==> config.mk <==
export PLATFORM = sky130hd
export DESIGN_NAME = tlb_page_table_translate_unit
export DESIGN_NICKNAME = d
export VERILOG_FILES = /design/src/rtl/tpt_pkg.sv /design/src/rtl/tpt_cell.sv /design/src/rtl/tpt_page_table.sv /design/src/rtl/tlb_page_table_translate_unit.sv
export SDC_FILE = /design/constraint.sdc
export NUM_CORES = 2
export LEC_CHECK = 0
export BUFFER_PORTS_ARGS = -buffer_cell sky130_fd_sc_hd__buf_2
export CAP_MARGIN = 20
export CORE_MARGIN = 10
export CORE_UTILIZATION = 60
export CTS_CLUSTER_DIAMETER = 120
export DETAILED_ROUTE_END_ITERATION = 10
export PLACE_DENSITY = 0.78
export SLEW_MARGIN = 5
export SYNTH_ARGS = -nofsm -noshare
export SYNTH_HDL_FRONTEND = slang
export SYNTH_SLANG_ARGS = --single-unit
==> constraint.sdc <==
create_clock -name aclk -period 10.4 [get_ports aclk]
set_clock_uncertainty 0.1 [all_clocks]
set_input_delay 0.52 -clock aclk [delete_from_list [all_inputs] [get_ports aclk]]
set_output_delay 0.52 -clock aclk [all_outputs]
set_load 0.01 [all_outputs]
==> src/rtl/tpt_pkg.sv <==
// ============================================================================
// tpt_pkg
// Shared types, constants and address helpers for the TLB / page table
// translate unit.
// ============================================================================
package tpt_pkg;

    // Geometry
    localparam int TLB_ENTRIES = 16;
    localparam int OFFSET_BITS = 8;
    localparam int PAGE_BITS   = 8;
    localparam int ADDR_W      = 16;

    localparam int NUM_PAGES   = 1 << PAGE_BITS;
    localparam int FILL_W      = $clog2(TLB_ENTRIES + 1);
    localparam int FREE_W      = PAGE_BITS + 1;
    localparam int WIDE_W      = ADDR_W + PAGE_BITS + OFFSET_BITS;

    typedef logic [ADDR_W-1:0]    addr_t;
    typedef logic [PAGE_BITS-1:0] page_t;
    typedef logic [FILL_W-1:0]    fill_t;
    typedef logic [FREE_W-1:0]    free_t;

    // Control FSM of the top level
    typedef enum logic {
        ST_IDLE,
        ST_LOOKUP
    } tpt_state_t;

    // Compare result of one TLB cell
    typedef struct packed {
        logic  match;
        page_t frame;
    } tpt_cell_res_t;

    // Page table answer for the page under lookup
    typedef struct packed {
        logic  fault;
        page_t frame;
    } tpt_pt_resp_t;

    // Page number: the PAGE_BITS bits above the offset; bits past the
    // address field read as zero.
    function automatic page_t page_of(addr_t a);
        logic [WIDE_W-1:0] w;
        w = WIDE_W'(a);
        return w[OFFSET_BITS +: PAGE_BITS];
    endfunction

    // Physical address: frame above the offset, truncated to the address width.
    function automatic addr_t phys_of(page_t f, addr_t a);
        logic [WIDE_W-1:0] w;
        logic [WIDE_W-1:0] m;
        m = (WIDE_W'(1) << OFFSET_BITS) - WIDE_W'(1);
        w = (WIDE_W'(f) << OFFSET_BITS) | (WIDE_W'(a) & m);
        return w[ADDR_W-1:0];
    endfunction

endpackage

==> src/rtl/tpt_cell.sv <==
// ============================================================================
// tpt_cell
// One TLB entry of the shift chain: holds a page tag and its frame,
// compares the tag against the page under lookup, and passes its contents
// to the next cell whenever a new entry is inserted at the head.
// ============================================================================
module tpt_cell (
    input  logic                   aclk,
    input  logic                   shift_en,
    input  logic                   entry_valid,
    input  tpt_pkg::page_t         lookup_page,
    input  tpt_pkg::page_t         tag_in,
    input  tpt_pkg::page_t         frame_in,
    output tpt_pkg::page_t         tag_out,
    output tpt_pkg::page_t         frame_out,
    output tpt_pkg::tpt_cell_res_t res
);

    tpt_pkg::page_t tag_reg;
    tpt_pkg::page_t frame_reg;

    // Entry storage; contents move one cell down on every insert
    always_ff @(posedge aclk) begin
        if (shift_en) begin
            tag_reg   <= tag_in;
            frame_reg <= frame_in;
        end
    end

    assign tag_out   = tag_reg;
    assign frame_out = frame_reg;

    // Tag compare, qualified by the occupancy of this cell
    always_comb begin
        res.match = entry_valid && (tag_reg == lookup_page);
        res.frame = frame_reg;
    end

endmodule

==> src/rtl/tpt_page_table.sv <==
// ============================================================================
// tpt_page_table
// Page table: frame map memory with a registered read port, a mapped bit per
// page cleared at reset, and the sequential frame allocator for faults.
// ============================================================================
module tpt_page_table (
    input  logic                  aclk,
    input  logic                  aresetn,
    input  logic                  rd_en,
    input  tpt_pkg::page_t        rd_page,
    input  tpt_pkg::page_t        lk_page,
    input  logic                  commit,
    output tpt_pkg::tpt_pt_resp_t resp
);

    tpt_pkg::page_t                     frame_mem [tpt_pkg::NUM_PAGES];
    tpt_pkg::page_t                     rd_data_reg;
    logic [tpt_pkg::NUM_PAGES-1:0]      mapped_reg;
    logic [tpt_pkg::NUM_PAGES-1:0]      mapped_next;
    tpt_pkg::free_t                     next_free_reg;
    tpt_pkg::free_t                     next_free_next;
    logic                               alloc;

    // Answer for the page under lookup
    always_comb begin
        resp.fault = !mapped_reg[lk_page];
        resp.frame = resp.fault ? next_free_reg[tpt_pkg::PAGE_BITS-1:0] : rd_data_reg;
    end

    assign alloc = commit && resp.fault;

    // Mapped bits and allocator; the counter saturates at the page count
    always_comb begin
        mapped_next    = mapped_reg;
        next_free_next = next_free_reg;
        if (alloc) begin
            mapped_next[lk_page] = 1'b1;
            if (next_free_reg < tpt_pkg::free_t'(tpt_pkg::NUM_PAGES)) begin
                next_free_next = next_free_reg + tpt_pkg::free_t'(1);
            end
        end
    end

    always_ff @(posedge aclk) begin
        if (!aresetn) begin
            mapped_reg    <= '0;
            next_free_reg <= '0;
        end else begin
            mapped_reg    <= mapped_next;
            next_free_reg <= next_free_next;
        end
    end

    // Frame map write on a fault
    always_ff @(posedge aclk) begin
        if (alloc) begin
            frame_mem[lk_page] <= resp.frame;
        end
    end

    // Frame map read, issued when a transaction is accepted
    always_ff @(posedge aclk) begin
        if (rd_en) begin
            rd_data_reg <= frame_mem[rd_page];
        end
    end

    // Allocator never runs past the page count
    a_free_bound: assert property (@(posedge aclk) disable iff (!aresetn)
        next_free_reg <= tpt_pkg::free_t'(tpt_pkg::NUM_PAGES))
        else $error("frame allocator past page count");

    // A fault leaves the page mapped
    a_fault_maps: assert property (@(posedge aclk) disable iff (!aresetn)
        alloc |=> mapped_reg[$past(lk_page)])
        else $error("faulted page not marked mapped");

endmodule

==> src/rtl/tlb_page_table_translate_unit.sv <==
// ============================================================================
// tlb_page_table_translate_unit
// Logical to physical address translation through a FIFO-replaced TLB and a
// demand-paged page table.
// ============================================================================
// Each transaction passes through ST_IDLE, in which it is accepted and the
// page table read is launched, and ST_LOOKUP, in which the TLB cells
// compare their tags in parallel, the registered page table data is used on a
// miss, and the TLB, page table and frame allocator are updated. The
// registered read port of the page table memory is why lookup is a state of
// its own after acceptance. A new address is taken only after the previous
// lookup has finished; a result waiting at the output holds the lookup until
// it is taken. The TLB is a chain of cells: a miss inserts at the head and
// the oldest entry drops off the tail.
module tlb_page_table_translate_unit (
    input  logic                 aclk,
    input  logic                 aresetn,
    input  logic                 s_valid,
    output logic                 s_ready,
    input  logic [15:0]          s_logical_addr,
    output logic                 m_valid,
    input  logic                 m_ready,
    output logic [15:0]          m_physical_addr,
    output logic                 m_tlb_hit,
    output logic                 m_page_fault
);

    localparam int N = tpt_pkg::TLB_ENTRIES;

    tpt_pkg::tpt_state_t    state_reg;
    tpt_pkg::tpt_state_t    state_next;
    tpt_pkg::addr_t         addr_reg;
    tpt_pkg::page_t         page_reg;
    tpt_pkg::fill_t         fill_reg;
    tpt_pkg::fill_t         fill_next;
    logic                   m_valid_reg;
    logic                   m_valid_next;
    tpt_pkg::addr_t         m_phys_reg;
    logic                   m_hit_reg;
    logic                   m_fault_reg;

    logic                   accept;
    logic                   done;
    logic                   insert;
    logic                   hit;
    tpt_pkg::page_t         hit_frame;
    tpt_pkg::page_t         frame_sel;
    tpt_pkg::tpt_pt_resp_t  pt_resp;

    tpt_pkg::page_t         tag_chain   [N+1];
    tpt_pkg::page_t         frame_chain [N+1];
    tpt_pkg::tpt_cell_res_t cell_res    [N];

    assign accept = s_valid && s_ready;

    // Input register
    always_ff @(posedge aclk) begin
        if (accept) begin
            addr_reg <= s_logical_addr;
            page_reg <= tpt_pkg::page_of(s_logical_addr);
        end
    end

    // TLB cell chain; head takes the page and frame being inserted
    assign tag_chain[0]   = page_reg;
    assign frame_chain[0] = frame_sel;

    for (genvar i = 0; i < N; i++) begin : g_cell
        tpt_cell u_cell (
            .aclk        (aclk),
            .shift_en    (insert),
            .entry_valid (fill_reg > tpt_pkg::fill_t'(i)),
            .lookup_page (page_reg),
            .tag_in      (tag_chain[i]),
            .frame_in    (frame_chain[i]),
            .tag_out     (tag_chain[i+1]),
            .frame_out   (frame_chain[i+1]),
            .res         (cell_res[i])
        );
    end

    // Hit merge; tags are unique, so an OR of matching frames is exact
    always_comb begin
        hit       = 1'b0;
        hit_frame = '0;
        for (int i = 0; i < N; i++) begin
            hit       = hit | cell_res[i].match;
            hit_frame = hit_frame | (cell_res[i].match ? cell_res[i].frame : '0);
        end
    end

    // Page table
    tpt_page_table u_page_table (
        .aclk    (aclk),
        .aresetn (aresetn),
        .rd_en   (accept),
        .rd_page (tpt_pkg::page_of(s_logical_addr)),
        .lk_page (page_reg),
        .commit  (insert),
        .resp    (pt_resp)
    );

    assign frame_sel = hit ? hit_frame : pt_resp.frame;

    // Control FSM
    always_comb begin
        state_next   = state_reg;
        s_ready      = 1'b0;
        done         = 1'b0;
        m_valid_next = m_valid_reg && !m_ready;
        unique case (state_reg)
            tpt_pkg::ST_IDLE: begin
                s_ready = 1'b1;
                if (s_valid) begin
                    state_next = tpt_pkg::ST_LOOKUP;
                end
            end
            tpt_pkg::ST_LOOKUP: begin
                if (!m_valid_reg || m_ready) begin
                    done         = 1'b1;
                    m_valid_next = 1'b1;
                    state_next   = tpt_pkg::ST_IDLE;
                end
            end
            default: begin
                state_next = tpt_pkg::ST_IDLE;
            end
        endcase
    end

    assign insert = done && !hit;

    // TLB occupancy
    always_comb begin
        fill_next = fill_reg;
        if (insert && (fill_reg < tpt_pkg::fill_t'(N))) begin
            fill_next = fill_reg + tpt_pkg::fill_t'(1);
        end
    end

    always_ff @(posedge aclk) begin
        if (!aresetn) begin
            state_reg   <= tpt_pkg::ST_IDLE;
            fill_reg    <= '0;
            m_valid_reg <= 1'b0;
        end else begin
            state_reg   <= state_next;
            fill_reg    <= fill_next;
            m_valid_reg <= m_valid_next;
        end
    end

    // Output register
    always_ff @(posedge aclk) begin
        if (done) begin
            m_phys_reg  <= tpt_pkg::phys_of(frame_sel, addr_reg);
            m_hit_reg   <= hit;
            m_fault_reg <= !hit && pt_resp.fault;
        end
    end

    assign m_valid         = m_valid_reg;
    assign m_physical_addr = m_phys_reg;
    assign m_tlb_hit       = m_hit_reg;
    assign m_page_fault    = m_fault_reg;

    // A result never reports both a hit and a fault
    a_hit_xor_fault: assert property (@(posedge aclk) disable iff (!aresetn)
        m_valid |-> !(m_tlb_hit && m_page_fault))
        else $error("hit and fault reported together");

    // Occupancy stays within the chain length
    a_fill_bound: assert property (@(posedge aclk) disable iff (!aresetn)
        fill_reg <= tpt_pkg::fill_t'(N))
        else $error("TLB fill count overflow");

    // An accepted transaction always goes to lookup next
    a_accept_lookup: assert property (@(posedge aclk) disable iff (!aresetn)
        accept |=> (state_reg == tpt_pkg::ST_LOOKUP))
        else $error("accepted transaction did not start lookup");

endmodule
==> summary.txt <==
Status
  – Run status: finished, final reports clean

GRT
  – Number of global-route vias before repair: 52447
  – All-layer global routing usage: a little over a quarter
  – Gr ovfl total: 0
  – Initial antenna violation count: 13
  – First-pass GRT wire length: ~370000 um
  – Largest net degree at the start of global routing: between 150 and 200

Setup path
  – CP Class: register to register
  – Required @ worst endpoint: about 11000 ps
  – Crit Path Max Fanout: 79
  – Critical Path Source Type: register
  – Arr. time, crit path: approximately 7100 ps
  – Critical Path End Type: register

Timing
  – Min Tclk post-route: 6700 ps
  – Fmax: 149.3 MHz
  – Period utilisation layout: 64.42%
  – Worst setup margin: about 3700 ps
  – Slew Limit Fails: 0
  – Final setup fails: 0
  – Worst Tran Pin Value: 1384 ps
  – Setup TNS: 0 ps
  – RSZ-0062 raised after global routing: false
  – WHS: roughly 69 ps
  – Max-slew headroom: between 7 and 8%
  – Fin. Hold Viols: 0

Routing
  – Antenna-violating nets left: 0
  – Vias: 52602
  – Routed wire length: 250500 um
  – DRC: 0
  – Initial DRC Count: just under 8000
  – Vias per Instance: around 6.9
  – Drt pass-1 iters: 6
  – WL/cell: between 30 and 40 um

Clock network
  – H-tree depth: 4
  – Clock transition at path regs: 70 ps
  – CTS sink count: about 2600
  – Deepest clock path buffer count: 3
  – Cell chosen for the clock root: clkbuf_16
  – Clock buffer count from CTS: between 200 and 250
  – Worst-Skew Late Latency: roughly 890 ps
  – CTS tree: built
  – Post-CTS sizing: 0

Logic synthesis
  – Synthesized cell area: 101900 um2
  – Number of synthesized register bits: approximately 2600
  – Synthesized Nets: roughly 5000
  – Syn_area_per_cell: ~20 um2
  – Post-synth ARST share: 0%
  – Register area share after synthesis: between 70 and 80%
  – Yosys cell types: 61
  – EDFF count, synth: about 2300
  – Synth Warn #: 0
  – Cells after Synth: 5053
  – Most used DFF post-synth: edfxtp_1

Layout
  – Max FFs per register: 2048
  – Area growth syn-to-layout: 11.03%
  – Post-Layout Cell Count: between 7000 and 8000
  – Proportion of layout cells with a drive suffix above 1: roughly a quarter
  – Nets: between 5000 and 6000

Job
  – Max-Cap Viols: 0

Floorplanning
  – Core box area: around 170000 um2
  – Initial Util: roughly 60%
  – I/O pin total: 40
  – Die width: 432.1 um
  – Die height: 432.1 um
  – Core Rows: between 150 and 200
  – Die area: 186700 um2

Placement
  – Port Buffers: 39
  – Place WS: between 3000 and 4000 ps
  – DP HPWL: 136800 um
  – Placed Cells incl. Taps: slightly above 7000
  – Routability Congestion: between 0.8 and 0.9

Power
  – Power per cell area: 191.8 nW/um2
  – VDD IR max: roughly 0.20 mV
  – P_leak: around 36 nW

Min path
  – Hold Path Class: primary input to register
==> layout make-up <==
type | instances | area, um2
diodes | 6 | 15.01
clock buffers | 287 | 6307
clock inverters | 159 | 1448
fillers | 10184 | 55960
inverters | 10 | 37.54
multi-input cells | 2078 | 24580
flip-flops and latches | 2618 | 75890
well taps | 2218 | 2775
repair buffers | 282 | 2076
==> what timing repair did <==
item | in CTS | in global routing
buffers inserted | 0 | 0
hold buffers | 12 | 0
hold endpoints to repair | 12 | 0
==> report_power, final <==
| group | internal (mW) | switching, mW |
|---|---|---|
| clock network | 4.90 | 3.87 |
| registers | 11.7 | 0.0511 |
| logic | 0.402 | 0.821 |
| total | 17.0 | 4.74 |
==> per-layer routing <==
layer  track usage [%]  vias to the layer above  wire, um
li1                  -                    21099         -
met1             37.12                    27291     90960
met2             42.66                     3591    121800
met3             5.416                      605     26670
met4             10.37                       16     10980
met5                 0                        -       110
==> kinds of logic after synthesis <==
kind of cell | count (synthesis) | synth area share, %
buffers and inverters | 357 | 1.628
multiplexers | 776 | 16.57
AO/OA/AOI/OAI | 388 | 2.278
adder cells (fa/ha/maj) | 6 | 0.07367
AND/OR/NAND/NOR | 777 | 3.839
flip-flops | 2618 | 74.48
XOR/XNOR | 131 | 1.126
==> through the flow <==
step	util (%)	power, mW	cell area, um2
after detailed placement	62.00	13.13	104800
after CTS	66.66	21.75	112700
after global routing	66.90	22.20	113100
after global placement	61.93	13.10	104700
after floorplan	-	12.69	101900
final	66.90	21.70	113100
==> worst paths after layout <==
path | from | endpoint | slack, ps | depth (start not counted)
setup / recovery | page_reg[0] | u_page_table.frame_mem[139][0] | 3700 | 12
hold / removal | s_logical_addr[9] | page_reg[1] | 70 | 1
setup reg to reg | page_reg[0] | u_page_table.frame_mem[139][0] | 3700 | 12
hold reg to reg | addr_reg[1] | m_physical_addr[1] | 310 | 0
==> layout by cell type (no fill, tap or decap), types with 9 or more instances in the layout <==
| cell | instances |
|---|---|
| edfxtp_1 | 2346 |
| clkbuf_2 | 18 |
| nand2_1 | 311 |
| bufinv_16 | 24 |
| nand4_1 | 47 |
| clkinv_2 | 58 |
| inv_1 | 9 |
| clkbuf_1 | 39 |
| nor3_1 | 160 |
| buf_4 | 151 |
| clkbuf_16 | 244 |
| buf_2 | 74 |
| o21ai_0 | 233 |
| a22oi_1 | 41 |
| a21oi_1 | 14 |
| dfxtp_1 | 272 |
| and3_1 | 13 |
| nand3_1 | 47 |
| nor4_1 | 12 |
| clkinv_1 | 58 |
| a221oi_1 | 18 |
| clkbuf_4 | 10 |
| dlygate4sd3_1 | 12 |
| mux2i_1 | 38 |
| xnor2_1 | 93 |
| mux4_2 | 728 |
| nor2b_1 | 13 |
| a22o_1 | 17 |
| nor2_1 | 68 |
| xor2_1 | 38 |
| o21ai_1 | 30 |
| nor3_2 | 55 |
==> cell usage after synthesis, drive strengths merged, types with 3 or more instances <==
master | count | area [um2]
a32oi | 6 | 52.55
mux2 | 10 | 112.6
o21a | 6 | 45.04
nand4 | 52 | 356.6
nand2 | 313 | 1182
or2 | 3 | 18.77
nor4b | 3 | 32.53
nor2b | 15 | 93.84
mux2i | 38 | 380.4
nand3 | 53 | 265.3
xnor2 | 93 | 814.5
nand3b | 7 | 85.08
nor4 | 15 | 112.6
clkbuf | 203 | 762.0
xor2 | 38 | 332.8
nor2 | 69 | 261.5
and3 | 13 | 81.33
a21oi | 14 | 70.07
a221oi | 18 | 157.7
ha | 6 | 75.07
o21ai | 263 | 1316
mux4 | 728 | 16400
a22oi | 41 | 307.8
nand4b | 3 | 26.28
a222oi | 5 | 50.05
a22o | 17 | 148.9
a211oi | 4 | 30.03
edfxtp | 2346 | 70450
dfxtp | 272 | 5445
nor3 | 215 | 1286
buf | 144 | 859.6
and4 | 3 | 26.28
nand2b | 8 | 50.05
inv | 9 | 33.78
==> critical path, stage by stage (launching register included) <==
cell      delay, ps
edfxtp_1        320
buf_4           600
buf_4           710
mux4_2          610
a22oi_1         230
nand3_1         140
a32oi_1         230
nand4b_1        170
o22ai_4         190
buf_4           550
nand2_8         530
buf_4           600
nor3_1         1070
Power figures use the tool's default switching activity.
